### src/rtl/qsf_pkg.sv
// qsf_pkg: shared constants, types and the output rounding function
// of the q15 spatial filter core
// depends on nothing; imported by every module of the block but qsf_coef_ram
`default_nettype none

package qsf_pkg;

    // sizes of the filter
    localparam int MAX_CHANNELS   = 64;
    localparam int MAX_COMPONENTS = 8;
    localparam int CH_W           = $clog2(MAX_CHANNELS);
    localparam int COMP_W         = $clog2(MAX_COMPONENTS);
    localparam int ADDR_W         = COMP_W + CH_W;

    // data widths
    localparam int SAMPLE_W = 16;
    localparam int PROD_W   = 2 * SAMPLE_W;
    localparam int ACC_W    = 38;
    localparam int Q_SHIFT  = 15;
    localparam int ROUND_HALF = 1 << 14;
    localparam int SHIFTED_W  = ACC_W + 1 - Q_SHIFT;

    // configuration port
    localparam int NCH_W      = 7;
    localparam int NCOMP_W    = 4;
    localparam int CFG_DATA_W = 7;
    localparam int CFG_IDX_W  = 1;

    localparam logic [CFG_IDX_W-1:0] REG_NUM_CHANNELS   = 1'b0;
    localparam logic [CFG_IDX_W-1:0] REG_NUM_COMPONENTS = 1'b1;

    localparam logic [NCH_W-1:0]   NCH_RESET   = NCH_W'(MAX_CHANNELS);
    localparam logic [NCOMP_W-1:0] NCOMP_RESET = NCOMP_W'(MAX_COMPONENTS);

    // request kinds
    localparam logic KIND_COEF   = 1'b0;
    localparam logic KIND_SAMPLE = 1'b1;

    // sequencer step counter
    localparam int CNT_W = 4;
    localparam logic [CNT_W-1:0] MAC_READS   = CNT_W'(MAX_COMPONENTS);
    localparam logic [CNT_W-1:0] SHIFT_FIRST = CNT_W'(2);
    localparam logic [CNT_W-1:0] MAC_LAST    = CNT_W'(MAX_COMPONENTS + 1);
    localparam logic [CNT_W-1:0] EMIT_LAST   = CNT_W'(MAX_COMPONENTS - 1);

    typedef enum logic [1:0] {
        ST_IDLE,
        ST_MAC,
        ST_EMIT
    } seq_state_t;

    // control from the sequencer to the datapath
    typedef struct packed {
        logic              rd_en;
        logic [COMP_W-1:0] rd_row;
        logic [CH_W-1:0]   rd_col;
        logic              shift;
        logic              clear;
        logic              emit;
        logic              emit_last;
        logic [COMP_W-1:0] emit_index;
    } seq_ctrl_t;

    // round half up, drop the fraction, saturate to 16 bits
    function automatic logic signed [SAMPLE_W-1:0] round_sat(
        input logic signed [ACC_W-1:0] acc
    );
        logic signed [ACC_W:0]       biased;
        logic signed [SHIFTED_W-1:0] shifted;
        logic signed [SHIFTED_W-1:0] sat_hi;
        logic signed [SHIFTED_W-1:0] sat_lo;
        logic signed [SAMPLE_W-1:0]  res;
        sat_hi  = SHIFTED_W'(32767);
        sat_lo  = -SHIFTED_W'(32768);
        biased  = {acc[ACC_W-1], acc} + (ACC_W+1)'(ROUND_HALF);
        shifted = biased[ACC_W:Q_SHIFT];
        if (shifted > sat_hi)
        begin
            res = 16'sh7fff;
        end
        else if (shifted < sat_lo)
        begin
            res = 16'sh8000;
        end
        else
        begin
            res = shifted[SAMPLE_W-1:0];
        end
        return res;
    endfunction

endpackage

`default_nettype wire

### src/rtl/qsf_acc_cell.sv
// qsf_acc_cell: one accumulator cell of the rotating accumulator chain
// depends on qsf_pkg
`default_nettype none

module qsf_acc_cell
    import qsf_pkg::*;
(
    input  wire logic                    clk,
    input  wire logic                    rst_n,
    input  wire logic                    shift,
    input  wire logic signed [ACC_W-1:0] d,
    output logic signed      [ACC_W-1:0] q
);

    logic signed [ACC_W-1:0] acc_reg;
    logic signed [ACC_W-1:0] acc_next;

    // take the neighbor's value on every chain step
    always_comb
    begin
        acc_next = shift ? d : acc_reg;
    end

    always_ff @(posedge clk or negedge rst_n)
    begin
        if (!rst_n)
        begin
            acc_reg <= '0;
        end
        else
        begin
            acc_reg <= acc_next;
        end
    end

    assign q = acc_reg;

endmodule

`default_nettype wire

### config.mk
export PLATFORM = sky130hd
export DESIGN_NAME = qsf_acc_cell
export DESIGN_NICKNAME = d
export VERILOG_FILES = /design/src/rtl/qsf_pkg.sv /design/src/rtl/qsf_acc_cell.sv
export SDC_FILE = /design/constraint.sdc
export NUM_CORES = 1
export LEC_CHECK = 0
export ABC_AREA = 0
export BUFFER_PORTS_ARGS = -buffer_cell sky130_fd_sc_hd__buf_2
export CORE_UTILIZATION = 47
export DETAILED_ROUTE_END_ITERATION = 8
export PLACE_DENSITY = 0.91
export RECOVER_POWER = 25
export SYNTH_ARGS = -nofsm -noshare
export SYNTH_HDL_FRONTEND = slang
export SYNTH_SLANG_ARGS = --single-unit
### constraint.sdc
create_clock -name clk -period 1.75 [get_ports clk]
set_clock_uncertainty 0.05 [all_clocks]
set_input_delay 0.2625 -clock clk [delete_from_list [all_inputs] [get_ports clk]]
set_output_delay 0.2625 -clock clk [all_outputs]
set_load 0.02 [all_outputs]
==> summary.txt, run 1 <==
CTS max path bufs: 2
die height: 58.4 um
CTS Buf Count: 5
CTS H-tree lvls: 2
setup TNS: 0 ps
Cells after Synth: 80
Die X: 58.4 um
Ys Warns: 0
drt wl/cell: 12.9 um
crit-path max cell delay: 760 ps
clock power share: 28.8%
vias in the first global route: 969
row count: 20
cell with the most instances after synthesis: dfrtp_1
Yosys reg bits: 38
area leader, netlist: dfrtp_1
syn nets: 121
final net count: 204
top cells by count, synth: 38 x dfrtp_1, 20 x mux2_4, 18 x mux2_2
slowest CP cell: clkbuf_2
post-synthesis sequential area ratio: 63.7%
Arr. time, crit path: 1520 ps
required time of the worst setup path: 1910 ps
final wirelength: 2.69 mm
Reg-to-Reg End: q[25]
switching part of the total: 26.3%
Largest register FFs: 38
drt drc: 0
worst rel slew slack: 32.1%
layout cells sized above 1: 67.7%
critical path depth: 3
initial antenna violation count: 0
Port Buf Inserts: 78
Tmin final: 1370 ps
setup bufs post-CTS: 0
Lkg Pwr: 0.985 nW
Netlist cell types: 5
Worst Hold Path Cells: 2
Flop pwr share: 51.4%
Pre-antenna DRT Iters: 4
synthesized cell area: 1490 um^2
critical path endpoint category: register
Synth top area share: 63.7%
Final Hold Viols: 0
Clk Latency, worst-skew pair: 330 ps
CP startpoint kind: input pin
number of synthesized flops with an enable pin: 0
top cells by area, synth: dfrtp_1 64%, mux2_4 20%, mux2_2 14%, buf_6 2.3%, buf_2 0.34%
Hold Path Class: in -> reg
fin crit share: 78.2%
RSZ-0062 raised after global routing: no
switching power: 515 uW
Buf/Inv on CP: 2
Hold Path Sink: q[36]
max cap viols: 0
first-pass GRT wire length: 4.20 mm
Core ar.: 3030 um^2
Avg Inst Size Synth: 18.7 um^2
CTS tree: built
Detailed Route Iter0 Violations: 16
CP Max Fanout: 38
ys flop type: dfrtp_1
CP delay by family, top: buffers and inverters
max-slew violation count: 0
diodes inserted: 0
Peak VDD IR: 580 uV
gr ovfl total: 0
Power Dens Cells: 1010 nW/um^2
worst hold slack: 88.3 ps
die area: 3410 um^2
number of top-level pins: 79
gr usage total: 16.8%
Final setup viols: 0
clock sinks: 38
Pint: 1.44 mW
reg2reg setup slack: 910 ps
Reg clk slew, reported paths: 110 ps
combinational power share: 19.8%
async set-reset flop share out of synthesis: 100%
clk root buf: clkbuf_4
f_max: 731 MHz
reg2reg start: q[25]
synthesis-to-finish area growth: 30.3%
reg2reg path depth: 1
average vias per placed instance: 4.69
routability cong.: 0.615
Final ANT Viol Nets: 0
Tightest Pin Transition: 1020 ps
critical path cell sequence: buf_2 > clkbuf_2 > mux2_2
crit path kind: in -> reg
HP Start: d[36]
status: completed
post-DP HPWL: 1.97 mm
largest net degree at the start of global routing: 39
starting density of the core: 49.3%
via count: 975
layout by cell type (no fill, tap or decap):
cell,count
buf_2,78
bufinv_16,1
clkbuf_1,2
clkbuf_2,1
clkbuf_4,5
dfrtp_1,38
dlygate4sd3_1,1
mux2_1,12
mux2_2,18
mux2_4,8
kinds of logic (layout without fill, tap and decap cells):
group	after synthesis	after routing	share of synthesized area [%]
buffers and inverters	4	88	2.60
flip-flops	38	38	63.7
multiplexers	38	38	33.7
metal layers:
metal	vias up	part of all wire [%]	routed length [um]	global-route usage [%]
met1	480	40	1070	20.1
met2	44	51	1390	27.1
met4	0	2.0	55	10.2
met3	5	6.7	181	4.62
met5	-	0	0	0
li1	446	-	-	-
worst max-delay path by stage:
stage / from / endpoint / slack [ps]
6_report: shift / q[13] / 380
2_1_floorplan: shift / q[16] / 730
3_3_place_gp: shift / q[1] / 610
5_1_grt: shift / q[11] / 350
3_5_place_dp: shift / q[3] / 570
4_1_cts: q[4] / q[4] / 520
power groups by stage:
stage / clock network, mW / registers (mW) / logic, mW
3_3_place_gp: 0 / 1.02 / 0.411
5_1_grt: 0.627 / 1.02 / 0.413
3_5_place_dp: 0 / 1.03 / 0.421
2_1_floorplan: 0 / 1.14 / 0.142
4_1_cts: 0.589 / 1.01 / 0.425
6_report: 0.564 / 1.01 / 0.388
what timing repair did:
item                      in CTS  in global routing
hold endpoints to repair      38                  0
hold buffers                   1                  0
gates resized for setup        0                  0
final cells by class:
cell class	count	area, um^2
Multi-Input combinational cell	38	458
Clock inverter	1	30.0
Timing Repair Buffer	80	405
Clock buffer	7	45.0
Sequential cell	38	951
Tap cell	44	55.1
Fill cell	245	1080
stage by stage:
step                      instances  setup slack (ps)  total power [mW]  utilization [%]  instance area [um^2]
after floorplan                  80               734              1.28                -                  1490
after global placement          199               608              1.43             63.4                  1920
after detailed placement        199               570              1.45             63.4                  1920
after CTS                       208               516              2.02             66.2                  2000
after global routing            208               346              2.06             64.2                  1940
final                           208               382              1.96             64.2                  1940
Note: power is estimated with default switching activity, not from simulation.
==> run 2, diff against run 1 <==
--- a/config.mk
+++ b/config.mk
@@ -7,9 +7,9 @@
 export LEC_CHECK = 0
 export ABC_AREA = 0
 export BUFFER_PORTS_ARGS = -buffer_cell sky130_fd_sc_hd__buf_2
-export CORE_UTILIZATION = 47
+export CORE_UTILIZATION = 44
 export DETAILED_ROUTE_END_ITERATION = 8
-export PLACE_DENSITY = 0.91
+export PLACE_DENSITY = 0.87
 export RECOVER_POWER = 25
 export SYNTH_ARGS = -nofsm -noshare
 export SYNTH_HDL_FRONTEND = slang
==> constraint.sdc (replaced) <==
create_clock -name clk -period 1.3 [get_ports clk]
set_clock_uncertainty 0.05 [all_clocks]
set_input_delay 0.195 -clock clk [delete_from_list [all_inputs] [get_ports clk]]
set_output_delay 0.195 -clock clk [all_outputs]
set_load 0.02 [all_outputs]
==> run 2 against run 1 <==
- count of clock-buffer cells in the layout is 1 higher
- utilization is 0.15 points higher
- first-iteration DRC count is 130% higher
- via count is 1.9% lower
- total power is 35% higher
- sequential share of layout area is 1.7 points lower
- combinational power is 44% higher
- critical path type is now reg -> out
- critical endpoint is now q[12]
- largest power group unchanged
==> summary.txt, run 2 (same netlist as run 1, synthesis figures left out) <==
status: completed
max-slew violation count: 0 (unchanged)
required time of the worst setup path: 1050 ps (-860 ps)
setup TNS: 0 ps (unchanged)
Power Dens Cells: 1310 nW/um^2 (+30%)
layout cells sized above 1: 73.9% (+6.3 points)
setup bufs post-CTS: 0 (unchanged)
crit-path max cell delay: 410 ps (-350 ps)
critical path endpoint category: output pin
largest net degree at the start of global routing: 39 (unchanged)
Final setup viols: 0 (unchanged)
DP Worst Slack: 186 ps (-384 ps)
synthesis-to-finish area growth: 34.9%
Hold Path Class: in -> reg
number of top-level pins: 79 (unchanged)
Final Core Density: 64.4% (+0.15 points)
starting density of the core: 47.7% (-1.6 points)
final net count: 205 (+0.49%)
initial antenna violation count: 0 (unchanged)
Tmin final: 1140 ps
routability cong.: 0.619 (+0.67%)
CP startpoint kind: register
final wirelength: 2.72 mm (+0.93%)
Final Hold Viols: 0 (unchanged)
die area: 3630 um^2 (+6.6%)
Clk Latency, worst-skew pair: 320 ps (about the same)
most common cell after layout, fill and taps aside: buf_2
worst rel slew slack: 69.3% (+37 points)
max cap viols: 0 (unchanged)
CTS max path bufs: 2 (unchanged)
critical path cell sequence: buf_2
drt wl/cell: 13.0 um (+0.45%)
Final WS setup: 156 ps (-226 ps)
first-pass GRT wire length: 3.96 mm (-5.6%)
CP delay by family, top: flip-flops
Core ar.: 3130 um^2 (+3.3%)
Final Non-Filler Cells: 209 (+0.48%)
Port Buf Inserts: 78 (unchanged)
Largest register FFs: 38 (unchanged)
Reg clk slew, reported paths: 110 ps (about the same)
Final ANT Viol Nets: 0 (unchanged)
average vias per placed instance: 4.57 (-2.4%)
Pre-antenna DRT Iters: 3 (-1)
commonest cells after routing, fill and taps aside: 77 x buf_2, 38 x dfrtp_1, 18 x mux2_2
Detailed Route Iter0 Violations: 36 (+20)
Peak VDD IR: 838 uV (+44%)
row count: 20 (unchanged)
CTS H-tree lvls: 2 (unchanged)
slowest CP cell: dfrtp_1
Arr. time, crit path: 900 ps (-620 ps)
gr ovfl total: 0 (unchanged)
CTS-repair resized insts: 0 (unchanged)
post-DP HPWL: 2.02 mm (+2.6%)
Lkg Pwr: 1.04 nW (+5.4%)
worst hold slack: 28.1 ps (-60.2 ps)
Tightest Pin Transition: 461 ps (-559 ps)
RSZ-0062 raised after global routing: no
vias in the first global route: 932 (-3.8%)
drt drc: 0 (unchanged)
Die X: 60.2 um (+3.2%)
fin crit share: 88.0%
CTS Buf Count: 5 (unchanged)
gr usage total: 15.6% (-1.2 points)
die height: 60.2 um (+3.2%)
via count: 956 (-1.9%)
CTS tree: built
Buf/Inv on CP: 1 (-1)
placed instance count: 200 (+0.50%)
CP Max Fanout: 2 (-95%)
clock sinks: 38 (unchanged)
f_max: 874 MHz
crit path kind: reg -> out
diodes inserted: 0 (unchanged)
clk root buf: clkbuf_4
==> run 2: through the flow <==
step | cell area [um^2] | total power, mW
floorplan | 1490 | 1.72
global placement | 1940 | 1.93
detailed placement | 1940 | 1.96
CTS | 2030 | 2.69
global route | 2010 | 2.77
finish | 2010 | 2.64
==> run 2: layout make-up <==
type | instances | area, um^2
clock buffers | 8 | 78.8
fillers | 238 | 1110
multi-input cells | 38 | 488
flip-flops and latches | 38 | 951
well taps | 44 | 55.1
repair buffers | 81 | 440
==> run 2: final timing paths <==
check,startpoint,to,slack (ps),cells past startpoint
setup / recovery,q[12],q[12],160,1
hold / removal,d[29],q[29],30,2
setup reg to reg,q[30],q[30],470,1
hold reg to reg,q[22],q[22],440,1
max in group asynchronous,rst_n,q[33],450,3
min in group asynchronous,rst_n,q[14],280,2
==> run 2: timing repair <==
action	CTS	global route
hold buffers	1	0
setup endpoints to repair	0	0
endpoints found under the hold margin	17	0
==> run 2: layer usage <==
metal | vias to the layer above | global-route usage [%] | wire, um
met1 | 464 | 16.5 | 1100
met4 | 0 | 6.98 | 25
met5 | - | 0 | 0
li1 | 449 | - | -
met2 | 41 | 27.0 | 1420
met3 | 2 | 6.28 | 181
==> run 2: power breakdown <==
group | total, mW | switching (mW) | internal (mW) | leakage (nW)
clock | 0.726 | 0.357 | 0.370 | 0.0446
combinational | 0.558 | 0.292 | 0.266 | 0.549
sequential | 1.36 | 0.0595 | 1.30 | 0.444
