<file path="config.mk">
export PLATFORM = sky130hd
export DESIGN_NAME = qsf_sequencer
export DESIGN_NICKNAME = d
export VERILOG_FILES = /design/src/rtl/qsf_pkg.sv /design/src/rtl/qsf_sequencer.sv
export SDC_FILE = /design/constraint.sdc
export NUM_CORES = 1
export LEC_CHECK = 0
export BUFFER_PORTS_ARGS = -buffer_cell sky130_fd_sc_hd__buf_2
export CAP_MARGIN = 20
export CORE_ASPECT_RATIO = 1.1
export CORE_MARGIN = 2
export CORE_UTILIZATION = 35
export DETAILED_ROUTE_END_ITERATION = 8
export SYNTH_ARGS = -nofsm -noshare
export SYNTH_HDL_FRONTEND = slang
export SYNTH_SLANG_ARGS = --single-unit
export TNS_END_PERCENT = 100
</file>
<file path="constraint.sdc">
create_clock -name clk -period 2.1 [get_ports clk]
set_input_delay 0.105 -clock clk [delete_from_list [all_inputs] [get_ports clk]]
set_output_delay 0.105 -clock clk [all_outputs]
set_load 0.05 [all_outputs]
</file>
<file path="src/rtl/qsf_pkg.sv">
// qsf_pkg: shared constants, types and the output rounding function
// of the q15 spatial filter core
// depends on nothing; imported by every module of the block but qsf_coef_ram
`default_nettype none

package qsf_pkg;

    // sizes of the filter
    localparam int MAX_CHANNELS   = 64;
    localparam int MAX_COMPONENTS = 8;
    localparam int CH_W           = $clog2(MAX_CHANNELS);
    localparam int COMP_W         = $clog2(MAX_COMPONENTS);
    localparam int ADDR_W         = COMP_W + CH_W;

    // data widths
    localparam int SAMPLE_W = 16;
    localparam int PROD_W   = 2 * SAMPLE_W;
    localparam int ACC_W    = 38;
    localparam int Q_SHIFT  = 15;
    localparam int ROUND_HALF = 1 << 14;
    localparam int SHIFTED_W  = ACC_W + 1 - Q_SHIFT;

    // configuration port
    localparam int NCH_W      = 7;
    localparam int NCOMP_W    = 4;
    localparam int CFG_DATA_W = 7;
    localparam int CFG_IDX_W  = 1;

    localparam logic [CFG_IDX_W-1:0] REG_NUM_CHANNELS   = 1'b0;
    localparam logic [CFG_IDX_W-1:0] REG_NUM_COMPONENTS = 1'b1;

    localparam logic [NCH_W-1:0]   NCH_RESET   = NCH_W'(MAX_CHANNELS);
    localparam logic [NCOMP_W-1:0] NCOMP_RESET = NCOMP_W'(MAX_COMPONENTS);

    // request kinds
    localparam logic KIND_COEF   = 1'b0;
    localparam logic KIND_SAMPLE = 1'b1;

    // sequencer step counter
    localparam int CNT_W = 4;
    localparam logic [CNT_W-1:0] MAC_READS   = CNT_W'(MAX_COMPONENTS);
    localparam logic [CNT_W-1:0] SHIFT_FIRST = CNT_W'(2);
    localparam logic [CNT_W-1:0] MAC_LAST    = CNT_W'(MAX_COMPONENTS + 1);
    localparam logic [CNT_W-1:0] EMIT_LAST   = CNT_W'(MAX_COMPONENTS - 1);

    typedef enum logic [1:0] {
        ST_IDLE,
        ST_MAC,
        ST_EMIT
    } seq_state_t;

    // control from the sequencer to the datapath
    typedef struct packed {
        logic              rd_en;
        logic [COMP_W-1:0] rd_row;
        logic [CH_W-1:0]   rd_col;
        logic              shift;
        logic              clear;
        logic              emit;
        logic              emit_last;
        logic [COMP_W-1:0] emit_index;
    } seq_ctrl_t;

    // round half up, drop the fraction, saturate to 16 bits
    function automatic logic signed [SAMPLE_W-1:0] round_sat(
        input logic signed [ACC_W-1:0] acc
    );
        logic signed [ACC_W:0]       biased;
        logic signed [SHIFTED_W-1:0] shifted;
        logic signed [SHIFTED_W-1:0] sat_hi;
        logic signed [SHIFTED_W-1:0] sat_lo;
        logic signed [SAMPLE_W-1:0]  res;
        sat_hi  = SHIFTED_W'(32767);
        sat_lo  = -SHIFTED_W'(32768);
        biased  = {acc[ACC_W-1], acc} + (ACC_W+1)'(ROUND_HALF);
        shifted = biased[ACC_W:Q_SHIFT];
        if (shifted > sat_hi)
        begin
            res = 16'sh7fff;
        end
        else if (shifted < sat_lo)
        begin
            res = 16'sh8000;
        end
        else
        begin
            res = shifted[SAMPLE_W-1:0];
        end
        return res;
    endfunction

endpackage

`default_nettype wire

</file>
<file path="src/rtl/qsf_sequencer.sv">
// qsf_sequencer: state machine that accepts requests, sweeps the
// coefficient rows per sample and steps the results out of the chain
// depends on qsf_pkg
`default_nettype none

module qsf_sequencer
    import qsf_pkg::*;
(
    input  wire logic               clk,
    input  wire logic               rst_n,
    input  wire logic               in_valid,
    input  wire logic               kind,
    input  wire logic [NCH_W-1:0]   eff_ch,
    input  wire logic [NCOMP_W-1:0] eff_comp,
    input  wire logic               out_free,
    output logic                    in_ready,
    output seq_ctrl_t               ctrl
);

    seq_state_t       state_reg;
    seq_state_t       state_next;
    logic [CNT_W-1:0] cnt_reg;
    logic [CNT_W-1:0] cnt_next;
    logic [CH_W-1:0]  pos_reg;
    logic [CH_W-1:0]  pos_next;
    logic [NCH_W-1:0] pos_inc;
    logic             in_comp;

    // state, step counter and channel position
    always_ff @(posedge clk or negedge rst_n)
    begin
        if (!rst_n)
        begin
            state_reg <= ST_IDLE;
            cnt_reg   <= '0;
            pos_reg   <= '0;
        end
        else
        begin
            state_reg <= state_next;
            cnt_reg   <= cnt_next;
            pos_reg   <= pos_next;
        end
    end

    // next state and control
    always_comb
    begin
        state_next      = state_reg;
        cnt_next        = cnt_reg;
        pos_next        = pos_reg;
        in_ready        = 1'b0;
        pos_inc         = NCH_W'(pos_reg) + NCH_W'(1);
        in_comp         = cnt_reg < NCOMP_W'(eff_comp);
        ctrl            = '0;
        ctrl.rd_row     = cnt_reg[COMP_W-1:0];
        ctrl.rd_col     = pos_reg;
        ctrl.emit_index = cnt_reg[COMP_W-1:0];
        case (state_reg)
            ST_IDLE:
            begin
                in_ready = 1'b1;
                if (in_valid && kind == KIND_SAMPLE)
                begin
                    state_next = ST_MAC;
                    cnt_next   = '0;
                end
            end
            ST_MAC:
            begin
                // read a row, multiply, then add into the chain head
                ctrl.rd_en = cnt_reg < MAC_READS;
                ctrl.shift = cnt_reg >= SHIFT_FIRST;
                cnt_next   = cnt_reg + CNT_W'(1);
                if (cnt_reg == MAC_LAST)
                begin
                    cnt_next = '0;
                    if (pos_inc < eff_ch)
                    begin
                        pos_next   = pos_inc[CH_W-1:0];
                        state_next = ST_IDLE;
                    end
                    else
                    begin
                        pos_next   = '0;
                        state_next = ST_EMIT;
                    end
                end
            end
            ST_EMIT:
            begin
                // rotate the chain once around, clearing behind the head
                ctrl.clear     = 1'b1;
                ctrl.emit      = in_comp && out_free;
                ctrl.emit_last = cnt_reg == (eff_comp - NCOMP_W'(1));
                ctrl.shift     = !in_comp || out_free;
                if (ctrl.shift)
                begin
                    cnt_next = cnt_reg + CNT_W'(1);
                    if (cnt_reg == EMIT_LAST)
                    begin
                        cnt_next   = '0;
                        state_next = ST_IDLE;
                    end
                end
            end
            default:
            begin
                state_next = ST_IDLE;
                cnt_next   = '0;
            end
        endcase
    end

endmodule

`default_nettype wire

</file>
==> flow_summary_export.csv, run 1 <==
group,metric,value,unit
worst_setup_path,cp.required,2.25,ns
detailed_routing,dr_total_vias,1024,
die,die-area,0.00366,mm^2
timing,setup_viol,0,
global_route,grt_max_degree,13,
global_route,grt_pass1_wl,4120,um
timing,fin_crit_sh,0.958,
timing,min_period,2.01,ns
layout,layout.nets,201,
placement,hpwl,2030,um
worst_setup_path,critPathKind,"flop to flop",
power,power_density,838,mW/mm^2
worst_setup_path,end_kind,"flop",
die,row_count,21,
placement,place_congestion,0.778,
power,swShare,0.492,
clocking,clock_latency,0.26,ns
detailed_routing,wl,2440,um
power,pwr-share-clk,0.119,
timing,hold_slack,0.245,ns
global_route,grt_pass1_vias,1028,
detailed_routing,drc,0,
timing,relSlewSlack,0.719,
worst_setup_path,startpoint_type,"flop",
worst_setup_path,reg2reg_setup_slack,0.09,ns
worst_setup_path,cp.arrival,2.16,ns
timing,fin_worst_skew,0.00238,ns
global_route,overflow,0,
synthesis,ys_warn_count,0,
power,vdd_drop_max,0.000530,V
power,power_frac_comb,0.641,
layout,largest_reg_flops,6,
synthesis,synth_area_per_cell,8.87,um^2
power,p_seq_frac,0.240,
synthesis,netlist_area,0.00112,mm^2
detailed_routing,ant_nets,0,
detailed_routing,drtIter0Drc,35,
clocking,cts_tree,"built",
detailed_routing,dr.pass1.iters,4,
die,die_h,63.3,um
detailed_routing,wl_per_cell,12.1,um
worst_setup_path,r2r-end,"pos_reg[0]",
timing,tns,0,ns
timing,max_freq,497,MHz
clocking,numCtsBuffers,3,
worst_setup_path,rr_worst_depth,9,
global_route,grt_antenna_before_repair,0,
placement,io_buffers,33,
synthesis,synth_edf_count,0,
power,p_sw,0.000595,W
synthesis,yosysSeqAreaShare,0.269,
clocking,cts.reportedPaths.clkPinSlew,0.07,ns
detailed_routing,via_per_inst,5.09,
die,coreArea,0.00305,mm^2
worst_setup_path,timing.rr.start,"pos_reg[0]",
layout,n_antenna_cell,0,
global_route,track_usage,0.141,
die,boundaryPins,34,
timing,tightest_slew,0.416,ns
timing,slew_viol_final,0,
power,power,0.00121,W
layout,drive_above_1_share,0.389,
status,outcome,"complete, no violations",
synthesis,postSynthCellCount,126,
timing,finalHoldViolCount,0,
run,max-cap-violations,0,
clocking,cts_buffer_depth,2,
die,initial_utilization,0.367,
power,intPower,0.000614,W
layout,areaGrowthSynthToFinish,29.1,%
clocking,clock-root-buffer,"clkbuf_4",
clocking,h-tree-depth,1,
power,leakage,0.748,nW
synthesis,syn-num-nets,159,
synthesis,async_reset_ff_frac,1.00,
synthesis,ys.flop_type,"dfrtp_1",
synthesis,ys_ff_latch,12,
clocking,clkSinkCount,12,
hold_path,worstHoldPathType,"input port to asynchronous set/reset pin",
synthesis,ys_types,38,
die,die_x,57.9,um
worst_setup_path,cp_max_fo,5,
[cell usage in the layout, fill, tap and decap left out, drive strengths merged, types with 2 or more instances in the layout]
cell    count
nor2b       4
xor2        2
a22o        4
clkbuf      5
nor2        6
ha         17
xnor2       7
a21oi       4
o31ai       2
mux2        2
or3         2
nand2      12
o21ai       8
dfrtp      12
nor3        2
buf        41
nand3       5
o21bai      2
inv        15
[what timing repair did]
action / 4_1_cts / 5_1_grt
setup endpoints to repair: 0 / 7
gates resized for setup: 0 / 6
buffers inserted: 0 / 4
hold endpoints to repair: 12 / 0
hold buffers: 1 / 0
[worst max-delay path, cell delays in order (launching register included)]
cell      delay (ns)
dfrtp_2         0.42
ha_4            0.17
nand3_1         0.12
xnor2_2         0.17
ha_1            0.31
a21oi_1         0.06
o21ai_0         0.14
o21bai_4        0.17
nor2_4          0.06
mux2_2          0.27
[metrics by stage]
stage | cells | setup slack [ns] | util | cell area [um^2]
2_1_floorplan | 126 | -0.164 | - | 1140
3_3_place_gp | 192 | 0.134 | 0.441 | 1350
3_5_place_dp | 192 | 0.0560 | 0.441 | 1350
4_1_cts | 197 | 0.0357 | 0.453 | 1380
5_1_grt | 201 | -0.00422 | 0.473 | 1440
6_report | 201 | 0.0878 | 0.473 | 1440
[power by group through the flow]
stage | Clock, W | Sequential (W) | Combinational [W]
2_1_floorplan | 0 | 0.000324 | 0.000592
3_3_place_gp | 0 | 0.000294 | 0.000751
3_5_place_dp | 0 | 0.000296 | 0.000764
4_1_cts | 0.000152 | 0.000291 | 0.000767
5_1_grt | 0.000166 | 0.000297 | 0.000842
6_report | 0.000143 | 0.000291 | 0.000775
[how the worst max path moves through the flow]
stage / to / from / slack (ns) / cells past startpoint
final: pos_reg[0] / pos_reg[0] / 0.09 / 9
after global placement: pos_reg[0] / pos_reg[0] / 0.13 / 8
after global routing: pos_reg[0] / pos_reg[0] / -0.004 / 9
after CTS: ctrl[3] / state_reg[0] / 0.04 / 6
after floorplan: ctrl[3] / state_reg[0] / -0.16 / 5
after detailed placement: pos_reg[0] / pos_reg[0] / 0.06 / 9
[metal layers]
metal / wire [um] / up-vias / part of all wire / GRT usage
met5: 0 / - / 0 / 0
met4: 38 / 0 / 0.016 / 0.0610
met3: 112 / 4 / 0.046 / 0.0185
met2: 1300 / 35 / 0.53 / 0.274
met1: 984 / 470 / 0.40 / 0.145
li1: - / 515 / - / -
[layout make-up]
type                            instances  area (um^2)
Sequential cell                        12          307
Tap cell                               34         42.5
Timing Repair Buffer                   43          245
Multi-Input combinational cell         93          766
Inverter                               15         56.3
Clock buffer                            4         26.3
Fill cell                             304         1610
[Yosys cell counts (2+ instances only)]
library cell	n	share of area
o21ai_0	4	0.018
nor2b_1	3	0.017
nand3_1	5	0.022
xnor2_1	7	0.055
dfrtp_1	12	0.27
nand2_1	12	0.040
o21ai_1	4	0.018
nor2_1	5	0.017
inv_1	15	0.050
o21bai_1	2	0.013
ha_1	17	0.19
nor3_1	2	0.0090
a21oi_1	4	0.018
xor2_1	2	0.016
buf_4	6	0.040
a22o_1	4	0.031
[kinds of logic after synthesis]
group                    synth area share
multiplexers                       0.0291
flip-flops                          0.269
AO/OA/AOI/OAI                       0.181
AND/OR/NAND/NOR                     0.169
adder cells (fa/ha/maj)             0.190
buffers and inverters              0.0907
XOR/XNOR                           0.0706
Note: power is estimated with default switching activity, not from simulation.
==> run 2, diff against run 1 <==
--- a/config.mk
+++ b/config.mk
@@ -9,7 +9,7 @@
 export CAP_MARGIN = 20
 export CORE_ASPECT_RATIO = 1.1
 export CORE_MARGIN = 2
-export CORE_UTILIZATION = 35
+export CORE_UTILIZATION = 25
 export DETAILED_ROUTE_END_ITERATION = 8
 export SYNTH_ARGS = -nofsm -noshare
 export SYNTH_HDL_FRONTEND = slang
==> run 2 against run 1 <==
  * Cell count increased by 9.0%
  * Via count is 2.7% lower
  * Cell area up 2.0%
  * Sequential share of layout area shrank 0.42 points
  * Count of clock-buffer cells in the layout unchanged
  * Clock skew hardly changed
  * Sequential cell count did not move
  * First-iteration DRC count decreased by 66%
  * Utilization down 13 points
  * Global-route usage down 3.7 points
  * Highest routed layer unchanged
  * Sequential power hardly changed
  * Register-to-register slack worse by 0.02 ns
==> flow_summary_export.csv, run 2 (synthesis gave the netlist of run 1 again) <==
group,metric,value,unit
power,vdd_drop_max,0.000187,V
detailed_routing,dr.pass1.iters,3,
status,outcome,"complete, no violations",
timing,tightest_slew,0.388,ns
timing,slew_viol_final,0,
timing,finalHoldViolCount,0,
worst_setup_path,cp.arrival,2.20,ns
worst_setup_path,critPathTopFamily,"compound AO/OA/AOI/OAI gates",
layout,largest_reg_flops,6,
worst_setup_path,cpPeakStageDelay,0.45,ns
worst_setup_path,timing.critical_path.buf_inv,0,
layout,fin_util,0.343,
detailed_routing,wl_met3,158,um
layout,finish.instance_area,0.00147,mm^2
run,max-cap-violations,0,
die,initial_utilization,0.261,
power,leakage,0.750,nW
layout,n_antenna_cell,0,
clocking,numCtsBuffers,3,
detailed_routing,top_layer_used,"met4",
worst_setup_path,startpoint_type,"flop",
detailed_routing,wl,2430,um
power,power_density,874,mW/mm^2
placement,place_congestion,0.815,
worst_setup_path,cp_max_fo,5,
layout,areaGrowthSynthToFinish,31.7,%
worst_setup_path,cp.required,2.27,ns
clocking,clock_latency,0.23,ns
placement,placed_area,0.00138,mm^2
worst_setup_path,worstPathCellList,"ha_4, xor2_1, ha_1, a21o_1, a31oi_2, o21bai_4, nor2_4, mux2_2",
layout,final_cell_mix,"33 x buf_2, 16 x ha_1, 15 x inv_1, 12 x nand2_1",
worst_setup_path,end_kind,"flop",
detailed_routing,wl_met2,1110,um
timing,fin_worst_skew,0.00218,ns
die,die_x,67.7,um
clocking,h-tree-depth,1,
detailed_routing,dr_total_vias,996,
timing,fin_crit_sh,0.967,
global_route,overflow,0,
die,die-area,0.00502,mm^2
global_route,track_usage,0.104,
detailed_routing,drtIter0Drc,12,
global_route,grt_pass1_wl,4060,um
power,power,0.00129,W
layout,drive_above_1_share,0.382,
worst_setup_path,slowest_stage,"dfrtp_2",
timing,min_period,2.03,ns
placement,hpwl,2000,um
global_route,grt_max_degree,13,
detailed_routing,ant_nets,0,
clocking,cts.reportedPaths.clkPinSlew,0.05,ns
global_route,grt_pass1_vias,967,
global_route,grt_antenna_before_repair,0,
timing,max_freq,492,MHz
clocking,cts_buffer_depth,2,
hold_path,worstHoldPathType,"input port to asynchronous set/reset pin",
timing,hold_slack,0.275,ns
die,boundaryPins,34,
layout,final_common_cell,"buf_2",
clocking,clock-root-buffer,"clkbuf_8",
timing,setup_viol,0,
clocking,clkSinkCount,12,
layout,layout.nets,199,
detailed_routing,via_per_inst,4.55,
die,die_h,74.1,um
timing,tns,0,ns
placement,io_buffers,33,
clocking,cts_tree,"built",
timing,relSlewSlack,0.741,
detailed_routing,wl_per_cell,11.1,um
detailed_routing,wl_met1,1140,um
detailed_routing,drc,0,
die,row_count,25,
die,coreArea,0.00429,mm^2
worst_setup_path,critPathKind,"flop to flop",
## run 2: path summary, 6_finish.rpt
path	end	slack [ns]	depth (start not counted)	from
max in group asynchronous	pos_reg[4]	1.59	2	rst_n
min in group clk	cnt_reg[3]	0.38	5	kind
worst min register to register	state_reg[0]	0.52	1	state_reg[0]
worst min-delay path	state_reg[0]	0.27	2	rst_n
worst max-delay path	pos_reg[0]	0.07	8	pos_reg[1]
worst max register to register	pos_reg[0]	0.07	8	pos_reg[1]
## run 2: metal layers
layer,vias up,GRT usage
met5,-,0
met4,0,0.0408
met3,2,0.0212
met2,34,0.182
met1,451,0.125
li1,509,-
## run 2: power breakdown
part	switching (W)	internal (W)
sequential	0.0000227	0.000267
combinational	0.000506	0.000281
clock	0.0000768	0.000133
## run 2: final cells by class
class	instances	area, um^2
multi-input combinational	93	768
timing repair buffer	41	228
sequential	12	307
inverter	15	56.3
clock buffer	4	45.0
fill	435	2810
tap	54	67.6
## run 2: worst register-to-register path, cell delays in order, from the launching register on
cell and delay [ns]:
dfrtp_2 0.45, ha_4 0.19, xor2_1 0.15, ha_1 0.31, a21o_1 0.20, a31oi_2 0.24, o21bai_4 0.13, nor2_4 0.14
mux2_2 0.17
## run 2: per-stage QoR
step	setup WS, ns	instances
after global routing	-0.0175	219
after detailed placement	0.0353	213
after floorplan	-0.164	126
after global placement	0.0759	213
final	0.0685	219
after CTS	0.0125	218
## run 2: repair_timing
action                                  CTS  global route
setup buffers                             0             1
endpoints found under the hold margin    12             0
endpoints found under the setup margin    0             6
gates resized for setup                   0             5
hold buffers                              1             0
==> run 3, diff against run 2 <==
--- a/config.mk
+++ b/config.mk
@@ -7,8 +7,8 @@
 export LEC_CHECK = 0
 export BUFFER_PORTS_ARGS = -buffer_cell sky130_fd_sc_hd__buf_2
 export CAP_MARGIN = 20
-export CORE_ASPECT_RATIO = 1.1
-export CORE_MARGIN = 2
+export CORE_ASPECT_RATIO = 0.8
+export CORE_MARGIN = 3
 export CORE_UTILIZATION = 25
 export DETAILED_ROUTE_END_ITERATION = 8
 export SYNTH_ARGS = -nofsm -noshare
==> run 3 against run 2 <==
  * Cell area rose by 0.94%
  * Via count fell by 2.2%
  * Power rose by 1.5%
  * First-iteration DRC count rose to 4.8 times the previous value
  * Wire length barely moved
  * Sequential power barely moved
  * Count of clock-buffer cells in the layout did not move
  * Fmax rose by 1.8%
  * Clock power rose by 18%
  * Utilization rose by 0.56 points
  * Non-clock buffer count rose by 1
  * Critical endpoint unchanged
  * Largest power group unchanged
==> flow_summary_export.csv, run 3 (synthesis gave the netlist of run 1 again) <==
group,metric,value,unit
status,outcome,"complete, no violations",
timing,setup_viol,0,
detailed_routing,wl_met2,1100,um
detailed_routing,wl_met1,1220,um
timing,max_freq,501,MHz
die,coreArea,0.00426,mm^2
worst_setup_path,end_kind,"flop",
layout,multiInputGateArea,758,um^2
timing,relSlewSlack,0.756,
placement,io_buffers,33,
clocking,numCtsBuffers,3,
run,max-cap-violations,0,
die,die_h,65.8,um
layout,finalNonFillerCells,223,
detailed_routing,wl_per_cell,10.9,um
worst_setup_path,cp.required,2.28,ns
global_route,track_usage,0.0980,
layout,nFillCells,457,
global_route,grt_pass1_vias,902,
layout,regArea,307,um^2
worst_setup_path,critPathKind,"flop to flop",
detailed_routing,drtIter0Drc,57,
layout,final_common_cell,"buf_2",
detailed_routing,top_layer_used,"met4",
global_route,grt_antenna_before_repair,0,
detailed_routing,dr_total_vias,974,
detailed_routing,via_per_inst,4.37,
global_route,grt_max_degree,13,
timing,tns,0,ns
worst_setup_path,cp_max_fo,5,
power,power_density,879,mW/mm^2
worst_setup_path,cp.arrival,2.17,ns
timing,fin_crit_sh,0.950,
timing,min_period,1.99,ns
layout,layout.nets,200,
die,row_count,21,
global_route,overflow,0,
placement,place_congestion,0.803,
layout,n_antenna_cell,0,
detailed_routing,wl_met3,107,um
placement,hpwl,1990,um
placement,pre_cts_slack,0.0428,ns
hold_path,worstHoldPathType,"input port to asynchronous set/reset pin",
timing,slew_viol_final,0,
clocking,cts_buffer_depth,2,
clocking,clkSinkCount,12,
timing,finalHoldViolCount,0,
placement,dp_cells,215,
timing,setup_ws,0.105,ns
detailed_routing,ant_nets,0,
power,leakage,0.760,nW
power,vdd_drop_max,0.000315,V
timing,rsz0062_at_grt,"yes",
detailed_routing,wl,2440,um
worst_setup_path,startpoint_type,"flop",
detailed_routing,drc,0,
clocking,clock-root-buffer,"clkbuf_8",
layout,drive_above_1_share,0.392,
timing,fin_worst_skew,0.00386,ns
clocking,h-tree-depth,1,
layout,areaGrowthSynthToFinish,32.9,%
power,power,0.00131,W
global_route,grt_pass1_wl,4080,um
die,initial_utilization,0.262,
die,die-area,0.00531,mm^2
layout,largest_reg_flops,6,
clocking,cts.reportedPaths.clkPinSlew,0.05,ns
layout,final_cell_mix,"32 x buf_2, 16 x ha_1, 15 x inv_1, 12 x nand2_1, 8 x buf_4",
layout,fin_util,0.349,
clocking,cts_tree,"built",
clocking,clock_latency,0.24,ns
detailed_routing,dr.pass1.iters,4,
die,die_x,80.7,um
timing,tightest_slew,0.362,ns
worst_setup_path,rr_worst_depth,9,
die,boundaryPins,34,
worst_setup_path,reg2reg_setup_slack,0.11,ns
[run 3: changes by cell type in the layout (fill, tap and decap cells not counted), sizes merged]
cell,delta
clkbuf,+1
[run 3: worst paths after layout]
path	start	to
max	pos_reg[0]	pos_reg[0]
min	rst_n	cnt_reg[2]
max reg2reg	pos_reg[0]	pos_reg[0]
min reg2reg	state_reg[0]	state_reg[0]
max in group asynchronous	rst_n	pos_reg[3]
min in group clk	kind	cnt_reg[2]
[run 3: area by class of cell]
cell class              instances  share of cell area
inverters                      15              0.0379
clock buffers                   4              0.0371
multi-input cells              93               0.511
repair buffers                 42               0.160
flip-flops and latches         12               0.206
well taps                      57              0.0480
[run 3: stage by stage]
stage	hold slack, ns	area [um^2]
after floorplan	-0.191	1140
after global placement	0.00117	1370
after detailed placement	-0.000147	1370
after CTS	0.291	1440
after global routing	0.326	1490
final	0.291	1490
[run 3: where the power goes]
group	leakage [nW]	switching [W]	total, W	internal, W
registers	0.147	0.0000242	0.000291	0.000267
clock network	0.0288	0.0000822	0.000248	0.000165
logic	0.584	0.000498	0.000766	0.000269
total	0.760	0.000604	0.00131	0.000701
[run 3: routing by layer]
metal	up-vias	track usage
met5	-	0
met4	0	0.0190
met3	2	0.0300
met2	15	0.153
met1	444	0.134
li1	513	-
[run 3: worst max-delay path: stages (launching register included)]
cell and delay, ns:
dfrtp_2 0.41, ha_4 0.18, nand3_2 0.10, xnor2_2 0.15, ha_1 0.30, a21oi_2 0.12, o21ai_0 0.07, o21bai_2 0.24
nor2_4 0.18, mux2_2 0.17
[run 3: what timing repair did]
| action | in CTS | in global routing |
|---|---|---|
| resized for setup | 0 | 5 |
| hold buffers | 1 | 0 |
| setup buffers | 0 | 3 |
| endpoints found under the hold margin | 12 | 0 |
| setup endpoints to repair | 0 | 7 |
